$ cat config.mk
export PLATFORM = sky130hd
export DESIGN_NAME = bounded_deque_with_remove
export DESIGN_NICKNAME = d
export VERILOG_FILES = /design/src/rtl/core/bdq_pkg.sv /design/src/rtl/core/bounded_deque_with_remove.sv
export SDC_FILE = /design/constraint.sdc
export NUM_CORES = 1
export LEC_CHECK = 0
export BUFFER_PORTS_ARGS = -buffer_cell sky130_fd_sc_hd__clkbuf_2
export CORE_ASPECT_RATIO = 1.75
export CORE_UTILIZATION = 40
export DETAILED_ROUTE_END_ITERATION = 16
export GPL_ROUTABILITY_DRIVEN = 0
export GPL_TIMING_DRIVEN = 1
export MAX_ROUTING_LAYER = met4
export PLACE_DENSITY = 0.59
export SLEW_MARGIN = 20
export SYNTH_ARGS = -nofsm -noshare
export SYNTH_HDL_FRONTEND = slang
export SYNTH_SLANG_ARGS = --single-unit
$ cat constraint.sdc
create_clock -name aclk -period 3.8 [get_ports aclk]
set_clock_uncertainty 0.1 [all_clocks]
set_input_delay 0.76 -clock aclk [delete_from_list [all_inputs] [get_ports aclk]]
set_output_delay 0.76 -clock aclk [all_outputs]
set_load 0.005 [all_outputs]
$ cat src/rtl/core/bdq_pkg.sv
// Shared constants and codes for the bounded deque with remove-by-value.
// Standalone package; imported by bounded_deque_with_remove.
`timescale 1ns / 1ps

package bdq_pkg;

    localparam int CAPACITY = 16;
    localparam int IDX_W    = $clog2(CAPACITY);
    localparam int CNT_W    = $clog2(CAPACITY + 1);
    localparam int VAL_W    = 32;
    localparam int OP_W     = 3;
    localparam int STAT_W   = 2;
    localparam int ECNT_W   = 5;

    // stream beat widths, padded up to whole bytes
    localparam int S_BITS   = OP_W + VAL_W;
    localparam int S_DATA_W = ((S_BITS + 7) / 8) * 8;
    localparam int M_BITS   = VAL_W + STAT_W + ECNT_W;
    localparam int M_DATA_W = ((M_BITS + 7) / 8) * 8;

    typedef enum logic [OP_W-1:0] {
        OP_CLEAR     = 3'd0,
        OP_PUSH_TAIL = 3'd1,
        OP_POP_HEAD  = 3'd2,
        OP_POP_TAIL  = 3'd3,
        OP_REMOVE    = 3'd4
    } op_t;

    typedef enum logic [STAT_W-1:0] {
        ST_OK        = 2'd0,
        ST_EMPTY     = 2'd1,
        ST_NOT_FOUND = 2'd2,
        ST_FULL      = 2'd3
    } status_t;

endpackage

$ cat src/rtl/core/bounded_deque_with_remove.sv
// Bounded deque of signed 32-bit values: push tail, pop head/tail, remove by value.
// Depends on bdq_pkg for capacity, widths and operation/status codes.
`timescale 1ns / 1ps

//  channel | dir | handshake              | payload
//  s_      | in  | s_tvalid / s_tready    | s_tdata: operation, value
//  m_      | out | m_tvalid / m_tready    | m_tdata: removed_value, status, entry_count
//
// Clear, push, unused codes and pops/remove on an empty deque go straight from
// accept to the result state.
// Pops and remove walk the entry memory through its single read port: one read
// per cycle for the search, then, after a match, one move per cycle closing the
// gap; a miss ends when the search reaches the last entry.
// aresetn (synchronous) empties the deque; entry memory is not cleared.
// s_tready is high only while the sequencer idles; a result held by a stalled
// m_tready does not block the next accept, only that item's result.

module bounded_deque_with_remove (
    input  logic                           aclk,
    input  logic                           aresetn,
    input  logic                           s_tvalid,
    output logic                           s_tready,
    // [2:0] operation, [34:3] value, upper bits zero
    input  logic [bdq_pkg::S_DATA_W-1:0]   s_tdata,
    output logic                           m_tvalid,
    input  logic                           m_tready,
    // [31:0] removed_value, [33:32] status, [38:34] entry_count, upper bits zero
    output logic [bdq_pkg::M_DATA_W-1:0]   m_tdata
);

    import bdq_pkg::*;

    typedef enum logic [1:0] {
        S_IDLE,
        S_SEARCH,
        S_SHIFT,
        S_DONE
    } state_t;

    state_t               state_reg;
    logic [CNT_W-1:0]     count_reg;
    logic [CNT_W-1:0]     ptr_reg;
    logic [CNT_W-1:0]     rd_idx_reg;
    logic                 rd_vld_reg;
    logic [VAL_W-1:0]     rd_data_reg;
    op_t                  op_reg;
    logic [VAL_W-1:0]     value_reg;
    logic [VAL_W-1:0]     removed_reg;
    status_t              status_reg;
    logic                 m_valid_reg;
    logic [VAL_W-1:0]     out_removed_reg;
    status_t              out_status_reg;
    logic [CNT_W-1:0]     out_count_reg;

    logic [VAL_W-1:0]     mem [CAPACITY];

    op_t                  in_op;
    logic [VAL_W-1:0]     in_value;
    logic                 s_accept;
    logic                 rd_en;
    logic                 wr_en;
    logic [IDX_W-1:0]     wr_addr;
    logic [VAL_W-1:0]     wr_data;
    logic [CNT_W-1:0]     shift_addr;
    logic                 take_any;
    logic                 is_full;
    logic [CNT_W+ECNT_W-1:0] count_ext;

    assign in_op     = op_t'(s_tdata[OP_W-1:0]);
    assign in_value  = s_tdata[OP_W +: VAL_W];
    assign s_tready  = (state_reg == S_IDLE);
    assign s_accept  = s_tvalid && s_tready;
    assign is_full   = (count_reg == CNT_W'(CAPACITY));
    // pops take the first entry read; remove needs a match
    assign take_any  = (op_reg != OP_REMOVE);

    // one read per cycle while walking the stored entries
    assign rd_en = ((state_reg == S_SEARCH) || (state_reg == S_SHIFT)) && (ptr_reg < count_reg);

    assign shift_addr = rd_idx_reg - 1'b1;

    always_comb begin
        wr_en   = 1'b0;
        wr_addr = count_reg[IDX_W-1:0];
        wr_data = in_value;
        if (state_reg == S_SHIFT && rd_vld_reg) begin
            wr_en   = 1'b1;
            wr_addr = shift_addr[IDX_W-1:0];
            wr_data = rd_data_reg;
        end else if (s_accept && in_op == OP_PUSH_TAIL && !is_full) begin
            wr_en = 1'b1;
        end
    end

    always_ff @(posedge aclk) begin
        if (wr_en) begin
            mem[wr_addr] <= wr_data;
        end
        if (rd_en) begin
            rd_data_reg <= mem[ptr_reg[IDX_W-1:0]];
        end
    end

    always_ff @(posedge aclk) begin
        if (!aresetn) begin
            state_reg   <= S_IDLE;
            count_reg   <= '0;
            rd_vld_reg  <= 1'b0;
            m_valid_reg <= 1'b0;
        end else begin
            rd_vld_reg <= rd_en;
            if (rd_en) begin
                rd_idx_reg <= ptr_reg;
                ptr_reg    <= ptr_reg + 1'b1;
            end
            // in S_DONE the next beat takes over the output register
            if (m_valid_reg && m_tready && state_reg != S_DONE) begin
                m_valid_reg <= 1'b0;
            end

            case (state_reg)
                S_IDLE: begin
                    if (s_tvalid) begin
                        op_reg      <= in_op;
                        value_reg   <= in_value;
                        removed_reg <= '0;
                        status_reg  <= ST_OK;
                        state_reg   <= S_DONE;
                        case (in_op)
                            OP_CLEAR: begin
                                count_reg <= '0;
                            end
                            OP_PUSH_TAIL: begin
                                if (is_full) begin
                                    status_reg <= ST_FULL;
                                end else begin
                                    count_reg <= count_reg + 1'b1;
                                end
                            end
                            OP_POP_HEAD, OP_POP_TAIL, OP_REMOVE: begin
                                if (count_reg == '0) begin
                                    status_reg <= ST_EMPTY;
                                end else begin
                                    ptr_reg   <= (in_op == OP_POP_TAIL) ?
                                                 count_reg - 1'b1 : '0;
                                    state_reg <= S_SEARCH;
                                end
                            end
                            default: begin
                            end
                        endcase
                    end
                end
                S_SEARCH: begin
                    if (rd_vld_reg) begin
                        if (take_any || rd_data_reg == value_reg) begin
                            // read of the next entry, if any, is already in flight
                            removed_reg <= rd_data_reg;
                            state_reg   <= S_SHIFT;
                        end else if (rd_idx_reg == count_reg - 1'b1) begin
                            status_reg <= ST_NOT_FOUND;
                            state_reg  <= S_DONE;
                        end
                    end
                end
                S_SHIFT: begin
                    if (!rd_en && !rd_vld_reg) begin
                        count_reg <= count_reg - 1'b1;
                        state_reg <= S_DONE;
                    end
                end
                S_DONE: begin
                    if (!m_valid_reg || m_tready) begin
                        m_valid_reg     <= 1'b1;
                        out_removed_reg <= removed_reg;
                        out_status_reg  <= status_reg;
                        out_count_reg   <= count_reg;
                        state_reg       <= S_IDLE;
                    end
                end
                default: begin
                    state_reg <= S_IDLE;
                end
            endcase
        end
    end

    // entry_count shows the count modulo 32
    assign count_ext = {{ECNT_W{1'b0}}, out_count_reg};

    assign m_tvalid = m_valid_reg;
    assign m_tdata  = {{(M_DATA_W - M_BITS){1'b0}},
                       count_ext[ECNT_W-1:0], out_status_reg, out_removed_reg};

endmodule

-- Word-level counts from Yosys, hierarchy flattened
Memories as Yosys holds them, arrays and structs flattened. A register that Yosys moved wholly into a read port is not among the register bits.
Index checks and enable logic that the tools add are counted.
- register bits: 127
- bits in latches: 0
- bits in writable memories: 512
- memory bits (read-only): 0
- word-level logic and storage cells: 110
- memories kept: 1
- memories (memory ; words ; width ; read ports ; clocked after Yosys merged registers in ; wr ports ; RTL line ; text):
    mem ; 16 ; 32 ; 1 ; 1 ; 1 ; bounded_deque_with_remove.sv:55 ; logic [VAL_W-1:0] mem [CAPACITY];
- add/sub/neg operators: 4
- multipliers: 0
- divide/modulo/power cells: 0
- magnitude comparators: 1
- equality and inequality tests: 22
- shift-type cells: 0
- mux-type cells: 41
- bitwise gates (word level): 0
- reductions and logical operators: 28
- operator list (kind ; number):
    2-to-1 mux 32 bit ; 4
    case mux 32 bit (2 select lines) ; 1
    2-to-1 mux 5 bit ; 9
    equality test 32 bit ; 1
    2-to-1 mux 2 bit ; 13
    case mux 5 bit (2 select lines) ; 2
    AND reduction 5 bit ; 3
    adder 5 x 1 -> 5 bit, second input constant ; 2
    inequality test 2 bit, second input constant ; 5
    logical AND 1 bit ; 8
    2-to-1 mux 1 bit ; 8
    case mux 2 bit (2 select lines) ; 2
    case mux 2 bit (4 select lines) ; 1
    equality test 3 x 2 -> 1 bit, second input constant ; 2
    inequality test 2 x 1 -> 1 bit, second input constant ; 3
    inequality test 3 x 1 -> 1 bit, second input constant ; 2
    inequality test 3 bit, second input constant ; 2
    AND reduction 3 bit ; 2
    AND reduction 6 bit ; 1
    equality test 5 bit ; 1
    equality test 5 bit, second input constant ; 1
    logical NOT 5 bit ; 1
    less-than comparator 5 bit ; 1
    subtractor 5 x 1 -> 5 bit, second input constant ; 1
    13 further kinds ; 20

-- Depth between registers and ports, before layout
Gate-level depths: netlist (run 1).
- depth in word-level cells: 8
- depth in mapped cells: 10

-- Worst setup path before layout (run 1)
Ideal clock, no wire load.
- path type: register -> register
- start: reg state_reg[0]
- end: mem mem[12][0] (enable)
- setup time: 421 ps
- data arrival time: 3143 ps
- required time: 3279 ps
- slack: 136 ps
- cell stages (with the launch flop): 11
- buffers on the path: 3
- clock period less this slack: 3664 ps
- path through: dfxtp_1 -> inv_1 -> ha_1 -> clkbuf_1 -> and2_1 -> clkbuf_1 -> clkbuf_1 -> nand2_1 -> o31ai_1 -> nand2_1 -> nor2_1
- cells in the longest elaborated chain, start to end: 8
- elaborated cells between the ends (all ways): 11
- ends and longest elaborated chain (item ; RTL line ; text):
    start: declaration ; bounded_deque_with_remove.sv:40 ; state_t state_reg;
    start signal: assignment ; bounded_deque_with_remove.sv:106 ; state_reg <= S_IDLE;
    start signal: assignment ; bounded_deque_with_remove.sv:128 ; state_reg <= S_DONE;
    start signal: assignment ; bounded_deque_with_remove.sv:146 ; state_reg <= S_SEARCH;
    logical NOT 2 bit ; bounded_deque_with_remove.sv:71 ; assign s_tready = (state_reg == S_IDLE);
    logical AND 1 bit ; bounded_deque_with_remove.sv:72 ; assign s_accept = s_tvalid && s_tready;
    logical AND 1 bit (2 in series) ; bounded_deque_with_remove.sv:90 ; end else if (s_accept && in_op == OP_PUSH_TAIL && !is_full) begin
    2-to-1 mux 1 bit ; bounded_deque_with_remove.sv:90 ;
    2-to-1 mux 1 bit ; bounded_deque_with_remove.sv:86 ; if (state_reg == S_SHIFT && rd_vld_reg) begin
    2-to-1 mux 1 bit ; bounded_deque_with_remove.sv:96 ; if (wr_en) begin
    2-to-1 mux 1 bit (implied by the code) ; bounded_deque_with_remove.sv:97 ; mem[wr_addr] <= wr_data;
    end: declaration ; bounded_deque_with_remove.sv:55 ;
Parallel ways exist; a longest one is shown, timed or not.

-- Worst setup path after layout (run 1)
- start: reg count_reg[1]
- end: reg count_reg[1]
- cells in the longest elaborated chain, start to end: 6
- elaborated cells between the ends (all ways): 15
- ends and longest elaborated chain (item ; RTL line ; text):
    start: declaration ; bounded_deque_with_remove.sv:41 ; logic [CNT_W-1:0] count_reg;
    start signal: assignment ; bounded_deque_with_remove.sv:137 ; count_reg <= count_reg + 1'b1;
    start signal: assignment ; bounded_deque_with_remove.sv:168 ; count_reg <= count_reg - 1'b1;
    less-than comparator 5 bit ; bounded_deque_with_remove.sv:78 ; assign rd_en = ((state_reg == S_SEARCH) || (state_reg == S_SHIFT)) && (ptr_reg < count_reg);
    logical AND 1 bit ; bounded_deque_with_remove.sv:78 ;
    via rd_en ; bounded_deque_with_remove.sv:60 ; logic rd_en;
    logical NOT 1 bit ; bounded_deque_with_remove.sv:167 ; if (!rd_en && !rd_vld_reg) begin
    logical AND 1 bit ; bounded_deque_with_remove.sv:167 ;
    inequality test 2 x 1 -> 1 bit (no line) ; -- ;
    AND reduction 5 bit (no line) ; -- ;
The timed path passes the listed nets, and every way through them passes these cells. The select of a mux whose other input is x is not followed.
A chain may end at the register's enable or synchronous reset.

==> results.yml, run 1 <==
outcome:
  run_status: "finished clean"
cells_and_area:
  antenna_cells: 0
  syn_to_final_growth_pct: 14.35
  nNetsFinal: 1360
  final_util_pct: 46.20
  drive_above_1_share_pct: 31.20
  multi_input_area_um2: 5742
  seq_area_um2: 20060
  nFillCells: 5254
  final_area_um2: 29650
  largest-register: "mem"
  largest_register_ffs: 512
yosys:
  synth-seq-area-share_pct: 77.37
  async_flop_share_pct: 0
  syn_avg_cell_area_um2: 22.01
  netlist_area_um2: 25930
  syn-num-nets: 1235
  synth.area.top_cells: "edfxtp_1, mux4_2, mux2_2"
  synthDistinctLibCells: 54
  syn_inst: 1178
  yosysWarningCount: 0
  netlist.area_leader.share_pct: 76.67
  synth_seq_cells: 671
  synth_edf_count: 662
  synthFlopType: "edfxtp_1"
  synth_top_area_cell: "edfxtp_1"
worst_setup_path:
  worst-endpoint-arrival_ns: 3.68
  reg2reg_depth: 7
  path_delay_family: "compound AO/OA/AOI/OAI gates"
  regToRegSetupSlack_ns: 0.52
  end_kind: "flop"
  worstSetupPathType: "reg2reg"
  slowest_delay_ns: 0.84
  crit_buf_inv: 1
  cp.required_ns: 4.20
  start_kind: "flop"
  cpMaxStageDelayCell: "a311oi_4"
  crit_path_cell_trace: "inv_1, ha_1, a2111o_1, a311oi_4, a211o_1, a211oi_1, a211oi_2"
  cp_max_fo: 12
  r2r-end: "count_reg[1]"
  rr_startpoint: "count_reg[1]"
routing:
  drtPass1Iterations: 5
  dr_total_vias: 11880
  routed_wl_um: 58490
  drt-vias-per-instance: 5.504
  ant_nets: 0
  wl_per_cell_um: 27.10
  drc_errors: 0
  drt_iter0_drc: 1153
hold_path:
  worstHoldPathCells: 1
  hold_path_class: "in2reg"
  min_to: "value_reg[23]"
  min_from: "s_tdata[26]"
timing:
  fin_crit_sh_pct: 86.28
  hold_violations: 0
  setup_tns_ns: 0
  timing.fmax_mhz: 305.0
  tightest_slew_ns: 0.9353
  final-setup-viol-count: 0
  grt_setup_unrepaired: "false"
  drv_slew: 0
  timing.slew.headroom_pct: 37.64
  min_period_ns: 3.279
  fin_hold_ws_ns: 0.2425
global_routing:
  grt_pass1_wl_um: 86150
  grt_usage_pct: 18.71
  grt_pass1_vias: 12560
  grt_overflow: 0
  grt_max_degree: 133
  antenna_found_initial: 0
placed_design:
  place_area_um2: 27800
  dp_hpwl_um: 32340
  port_buffers: 79
clock_network:
  numCtsBuffers: 56
  path_clk_slew_ns: 0.07
  cts_hold_buf: 0
  clk_path_buf_depth: 3
  cts_tree: "built"
  ctsResizeCount: 0
  h-tree-depth: 2
  cts.sinks: 671
  clk_latency_ns: 0.61
  clockRootBuffer: "clkbuf_16"
  post_cts_buffers: 0
floorplanning:
  rows: 123
  io-pin-count: 86
  fp.dieH_um: 338.8
  die_w_um: 194.5
  start_util_pct: 40.40
  dieArea_um2: 65880
  core_um2: 64180
power_and_ir_drop:
  cellPowerDensity_nw_per_um2: 636.3
  leakage_nw: 9.296
  ir_worst_vdd_mv: 0.3250
job:
  drv_cap: 0
## placed cells by master (no fill, tap or decap), types with 2 or more instances in the layout
cell        instances
ha_1               13
o22ai_1             2
o31ai_1             3
nand3_1             6
clkinv_4            2
clkinv_1           11
nand4_1            10
clkbuf_16          58
o2111ai_1           2
xnor2_1            38
nor3_1              4
xor2_1              8
nor2_4             17
buf_4              24
a31oi_1             2
clkinv_2            8
nand2b_1            4
dfxtp_1             9
clkbuf_2           79
mux4_2            160
nor2_1             20
clkinvlp_4          4
a21oi_1            15
clkbuf_1            9
o21a_1              3
nor3b_1             2
inv_1              12
buf_12             18
mux2_2             32
a211oi_1            2
nor2b_1             2
a211o_1             2
and2_1             35
bufinv_16           7
nand2_1            28
o21ai_0             6
edfxtp_1          662
## worst max path at each step
stage,startpoint,to,slack (ns),depth (start not counted)
6_report,count_reg[1],count_reg[1],0.52,7
2_1_floorplan,state_reg[0],mem[12][0],0.14,10
3_3_place_gp,s_tdata[2],mem[0][22],0.57,8
4_1_cts,count_reg[1],count_reg[1],0.60,7
3_5_place_dp,s_tdata[2],mem[0][22],0.61,8
5_1_grt,count_reg[1],count_reg[1],0.44,7
## layer usage
metal	track usage (%)	vias to the layer above	wire length, um
met3	2.000	76	2243
met4	5.704	0	1542
met1	22.65	6345	23360
met2	32.86	348	31340
li1	-	5108	-
met5	-	-	0
## Yosys cell counts (2+ instances only)
library cell  instances
nor3b_1               2
o22ai_1               2
a211oi_1              2
and3_1                2
nand4_1              10
nor2_1               37
o31ai_1               3
nand2_1              28
a31oi_1               2
o21a_1                3
nand3_1               6
nand2b_1              4
o2111ai_1             2
clkbuf_1             33
buf_2                 3
xnor2_1              38
edfxtp_1            662
buf_1                15
xor2_1                8
ha_1                 13
o21ai_0               6
a21oi_1              15
dfxtp_1               9
mux2_2               32
and2_1               36
mux4_2              160
nor2b_1               3
nor3_1                4
inv_1                12
a211o_1               2
## cells by family (layout without fill, tap and decap cells)
| group | count (synthesis) | in the layout | synth area share, % |
|---|---|---|---|
| fa+ha+maj | 13 | 13 | 0.6274 |
| xor+xnor | 46 | 46 | 1.554 |
| other cells | 1 | 1 | 0.01446 |
| mux | 193 | 193 | 15.33 |
| flops | 671 | 671 | 77.37 |
| simple gates | 138 | 138 | 2.698 |
| buf+inv | 66 | 234 | 1.018 |
| compound gates | 50 | 50 | 1.395 |
## metrics by stage
step | instances | worst slack [ns] | total power, mW
after global placement | 2057 | 0.5717 | 13.23
after floorplan | 1178 | 0.1364 | 12.04
after CTS | 2158 | 0.5989 | 19.09
after global routing | 2158 | 0.4389 | 19.57
after detailed placement | 2057 | 0.6104 | 13.29
final | 2158 | 0.5212 | 18.86
## area by class of cell
cell class                      instances  area share [%]
Sequential cell                       671           67.66
Multi-Input combinational cell        441           19.37
Clock buffer                           67           5.009
Tap cell                              812           3.427
Timing Repair Buffer                  121           3.157
Clock inverter                         34           1.228
Inverter                               12          0.1519
## power breakdown
part / internal (mW) / switching, mW
Clock: 3.26 / 2.57
Sequential: 8.79 / 0.214
Combinational: 1.92 / 2.10
(Power assumes the default switching activity.)
==> run 2, diff against run 1 <==
--- a/config.mk
+++ b/config.mk
@@ -5,6 +5,7 @@
 export SDC_FILE = /design/constraint.sdc
 export NUM_CORES = 1
 export LEC_CHECK = 0
+export ABC_AREA = 1
 export BUFFER_PORTS_ARGS = -buffer_cell sky130_fd_sc_hd__clkbuf_2
 export CORE_ASPECT_RATIO = 1.75
 export CORE_UTILIZATION = 40
==> run 2 against run 1 <==
Global-route usage up 0.64 points. Register-to-register slack worse by 0.14 ns. Clock power down 8.7%. Routed wire length up 7.5%. Area after synthesis up 2.5%. Sequential power up 2%. Total power up 3.3%. Cell count up 41%. Die area up 2.5%. Sequential share of layout area down 0.78 points. Maximum frequency down 4.1%.
==> results.yml, run 2 <==
worst_setup_path:
  crit_path_cell_trace: "inv_1, ha_1, nand2_2, clkinv_1, nand2_1, o21ai_0, inv_1, nand2_1, nor2_4, buf_4"
  worst-endpoint-arrival_ns: 3.59
  crit_buf_inv: 4
  path_delay_family: "simple AND/OR/NAND/NOR gates"
  end_kind: "flop"
  cp_max_fo: 17
  cpMaxStageDelayCell: "nor2_4"
  cp.required_ns: 3.97
  start_kind: "flop"
  worstSetupPathType: "reg2reg"
  slowest_delay_ns: 0.61
yosys:
  syn_avg_cell_area_um2: 13.04
  yosysMostFrequentCell: "edfxtp_1"
  synth_edf_count: 662
  netlist.area_leader.share_pct: 74.78
  syn-num-nets: 2095
  synthFlopType: "edfxtp_1"
  synth_seq_cells: 671
  syn_inst: 2038
  yosysWarningCount: 0
  synth.area.top_cells: "edfxtp_1, o21ai_0, nor2_1"
  netlist_area_um2: 26580
  netlist_top_cells_count: "edfxtp_1, nor2_1, nand2_1, o21ai_0, inv_1"
  synth-seq-area-share_pct: 75.46
  synthDistinctLibCells: 40
  synth_top_area_cell: "edfxtp_1"
  async_flop_share_pct: 0
timing:
  tightest_slew_ns: 1.068
  grt_setup_unrepaired: "false"
  min_period_ns: 3.420
  fin_crit_sh_pct: 89.99
  timing.slew.headroom_pct: 28.80
  hold_violations: 0
  drv_slew: 0
  timing.final.ws_setup_ns: 0.3803
  setup_tns_ns: 0
  timing.fmax_mhz: 292.4
  fin_hold_ws_ns: 0.2371
  final-setup-viol-count: 0
global_routing:
  grt_overflow: 0
  grt_usage_pct: 19.35
  antenna_found_initial: 0
  grt_pass1_vias: 16230
  grt_max_degree: 224
  grt_pass1_wl_um: 95320
placed_design:
  dp_cells: 2944
  place_area_um2: 28360
  dp_hpwl_um: 38010
  port_buffers: 79
  dp_slack_ns: 0.3858
cells_and_area:
  multi_input_area_um2: 5832
  final_area_um2: 30000
  syn_to_final_growth_pct: 12.84
  final_cell_mix: "edfxtp_1, nor2_1, nand2_1"
  antenna_cells: 0
  stdcell_count: 3041
  seq_area_um2: 20060
  drive_above_1_share_pct: 11.63
  nFillCells: 5807
  nNetsFinal: 2176
  final_util_pct: 45.81
  largest_register_ffs: 512
  final_common_cell: "edfxtp_1"
  largest-register: "mem"
floorplanning:
  fp.dieH_um: 343.0
  dieArea_um2: 67530
  io-pin-count: 86
  core_um2: 65470
  rows: 124
  die_w_um: 196.9
  start_util_pct: 40.60
routing:
  route.met3.wl_um: 3019
  drt_iter0_drc: 1453
  drtPass1Iterations: 5
  dr_wl_met2_um: 33200
  wl_per_cell_um: 20.67
  drt-vias-per-instance: 5.295
  ant_nets: 0
  m1WireLength_um: 24510
  dr_total_vias: 16100
  top_layer: "met4"
  routed_wl_um: 62860
  drc_errors: 0
clock_network:
  h-tree-depth: 2
  numCtsBuffers: 55
  post_cts_buffers: 0
  clk_latency_ns: 0.62
  clockRootBuffer: "clkbuf_16"
  path_clk_slew_ns: 0.07
  cts_tree: "built"
  clk_path_buf_depth: 3
  cts.sinks: 671
  ctsResizeCount: 0
  cts_hold_buf: 0
power_and_ir_drop:
  leakage_nw: 10.20
  cellPowerDensity_nw_per_um2: 649.7
  finalPower_mw: 19.49
  ir_worst_vdd_mv: 0.4486
job:
  drv_cap: 0
outcome:
  run_status: "finished clean"
hold_path:
  hold_path_class: "in2reg"
[run 2: power by group]
| part | total, mW | internal (mW) | leakage [nW] | switching (mW) |
|---|---|---|---|---|
| logic | 5.00 | 1.48 | 3.33 | 3.52 |
| clock network | 5.32 | 2.80 | 0.806 | 2.53 |
| registers | 9.17 | 8.90 | 6.07 | 0.270 |
[run 2: cell type report]
| type | count | share of cell area [%] |
|---|---|---|
| timing repair buffer | 137 | 3.337 |
| multi-input combinational | 1159 | 19.44 |
| tap | 882 | 3.679 |
| clock buffer | 69 | 4.764 |
| inverter | 95 | 1.210 |
| sequential | 671 | 66.88 |
| clock inverter | 28 | 0.6924 |
[run 2: per-layer routing]
layer / vias to the layer above / GRT usage (%)
li1: 7546 / -
met1: 7949 / 22.08
met2: 476 / 34.44
met3: 130 / 2.438
met4: 0 / 7.332
met5: - / -
[run 2: kinds of logic after synthesis]
| kind of cell | share of synthesized area (%) |
|---|---|
| XOR/XNOR | 0.9885 |
| AND/OR/NAND/NOR | 10.14 |
| AO/OA/AOI/OAI | 9.626 |
| flip-flops | 75.46 |
| buffers and inverters | 3.158 |
| other | 0.01411 |
| adder cells (fa/ha/maj) | 0.6119 |
[run 2: path summary, 6_finish.rpt]
check	from	to	slack, ns	cells after the start
setup reg to reg	state_reg[0]	mem[8][2]	0.38	10
hold / removal	s_tdata[21]	value_reg[18]	0.24	1
hold reg to reg	removed_reg[10]	out_removed_reg[10]	0.32	0
setup / recovery	state_reg[0]	mem[8][2]	0.38	10
==> run 3, diff against run 2 <==
--- a/config.mk
+++ b/config.mk
@@ -8,6 +8,7 @@
 export ABC_AREA = 1
 export BUFFER_PORTS_ARGS = -buffer_cell sky130_fd_sc_hd__clkbuf_2
 export CORE_ASPECT_RATIO = 1.75
+export CORE_MARGIN = 4
 export CORE_UTILIZATION = 40
 export DETAILED_ROUTE_END_ITERATION = 16
 export GPL_ROUTABILITY_DRIVEN = 0
==> run 3 against run 2 <==
Total power up 2.0%. Routed wire length shrank 0.21%. Sequential share of layout area down 0.25 points. Combinational power is 1% higher. Cell count hardly changed. Highest routed layer unchanged. Critical path depth stayed put. Flip-flop and latch count is the same. Critical endpoint is now mem[8][5]. Largest cell class unchanged. Largest power group unchanged. Sequential power barely moved. Design area increased by 0.38%. First-iteration DRC count decreased by 13%. Worst hold slack better by 0.016 ns. Worst setup slack got worse by 0.11 ns.
==> results.yml, run 3 (synthesis gave the netlist of run 2 again) <==
timing:
  drv_slew: 0
  timing.fmax_mhz: 282.9
  final-setup-viol-count: 0
  timing.final.ws_setup_ns: 0.2653
  hold_violations: 0
  grt_setup_unrepaired: "false"
  tightest_slew_ns: 1.101
  min_period_ns: 3.535
  timing.slew.headroom_pct: 26.52
  setup_tns_ns: 0
  fin_crit_sh_pct: 93.02
global_routing:
  antenna_found_initial: 0
  grt_pass1_vias: 16330
  grt_max_degree: 177
  grt_usage_pct: 17.94
  grt_overflow: 0
  grt_pass1_wl_um: 96140
power_and_ir_drop:
  finalPower_mw: 19.87
  cellPowerDensity_nw_per_um2: 660.0
  leakage_nw: 10.25
  ir_worst_vdd_mv: 0.4224
clock_network:
  clockRootBuffer: "clkbuf_16"
  numCtsBuffers: 55
  clk_path_buf_depth: 3
  cts_hold_buf: 0
  cts_tree: "built"
  h-tree-depth: 2
  post_cts_buffers: 0
  path_clk_slew_ns: 0.07
  ctsResizeCount: 0
  cts.sinks: 671
  clk_latency_ns: 0.61
cells_and_area:
  stdcell_count: 3044
  final_area_um2: 30110
  largest-register: "mem"
  antenna_cells: 0
  syn_to_final_growth_pct: 13.26
  largest_register_ffs: 512
  final_common_cell: "edfxtp_1"
  nFillCells: 5760
  nNetsFinal: 2174
  drive_above_1_share_pct: 12.07
  final_cell_mix: "edfxtp_1, nor2_1, nand2_1"
worst_setup_path:
  crit_path_cell_trace: "inv_1, ha_1, nand2_2, clkinv_1, buf_4, o21ai_0, inv_1, nand2_1, nor2_4, buf_4"
  worst-endpoint-arrival_ns: 3.70
  cpMaxStageDelayCell: "nor2_4"
  slowest_delay_ns: 0.58
  cp.required_ns: 3.96
  start_kind: "flop"
  cp_max_fo: 25
  end_kind: "flop"
  worstSetupPathType: "reg2reg"
outcome:
  run_status: "finished clean"
routing:
  dr_total_vias: 16270
  drt_iter0_drc: 1262
  drc_errors: 0
  drt-vias-per-instance: 5.344
  drtPass1Iterations: 7
  ant_nets: 0
  wl_per_cell_um: 20.61
  routed_wl_um: 62720
floorplanning:
  core_um2: 65630
  fp.dieH_um: 349.0
  dieArea_um2: 70810
  io-pin-count: 86
  die_w_um: 202.9
  rows: 124
  start_util_pct: 40.50
placed_design:
  dp_hpwl_um: 37110
  place_area_um2: 28300
  dp_slack_ns: 0.2573
  dp_cells: 2941
  port_buffers: 79
job:
  drv_cap: 0
hold_path:
  hold_path_class: "in2reg"
[run 3: cell types whose count changed in the layout (fill, tap and decap cells not counted), sizes merged]
cell      previous run  this run
inv                 92        96
clkinv              28        27
bufinv               2         6
buf                 58        56
clkbuf             148       142
clkinvlp             1         5
[run 3: report_power, final]
part | total (mW) | internal, mW | switching [mW] | leakage (nW)
sequential | 9.15 | 8.90 | 0.251 | 6.07
clock | 5.67 | 3.09 | 2.58 | 0.867
combinational | 5.06 | 1.47 | 3.59 | 3.31
total | 19.9 | 13.5 | 6.42 | 10.2
[run 3: through the flow]
step	hold slack, ns	utilization [%]
4_1_cts	0.2148	45.85
3_5_place_dp	0.3045	43.13
3_3_place_gp	0.3007	43.13
6_report	0.2534	45.88
2_1_floorplan	0.3003	-
5_1_grt	0.2352	45.88
[run 3: critical path, delay by kind of cell, from the launching register on]
kind,cells,cell delay [ns]
buf+inv,5,1.09
simple gates,3,1.00
compound gates,1,0.36
flops,1,0.33
fa+ha+maj,1,0.28
[run 3: worst paths after layout]
check | end | cells after the start | startpoint | slack, ns
min | value_reg[20] | 1 | s_tdata[23] | 0.25
max reg2reg | mem[8][5] | 10 | state_reg[0] | 0.27
min reg2reg | out_removed_reg[7] | 0 | removed_reg[7] | 0.32
max | mem[8][5] | 10 | state_reg[0] | 0.27
[run 3: final cells by class]
cell class / count / area [um^2] / area share [%]
sequential: 671 / 20060 / 66.63
clock buffer: 63 / 1406 / 4.671
multi-input combinational: 1159 / 5832 / 19.37
timing repair buffer: 135 / 965.9 / 3.208
tap: 882 / 1104 / 3.665
clock inverter: 39 / 377.9 / 1.255
inverter: 95 / 362.8 / 1.205
[run 3: routing by layer]
metal	GRT usage, %	vias to the layer above	part of all wire (%)
met5	-	-	0
met3	2.144	86	5.6
met2	32.14	509	53
met1	21.50	8131	39
met4	4.881	0	2.2
li1	-	7542	-
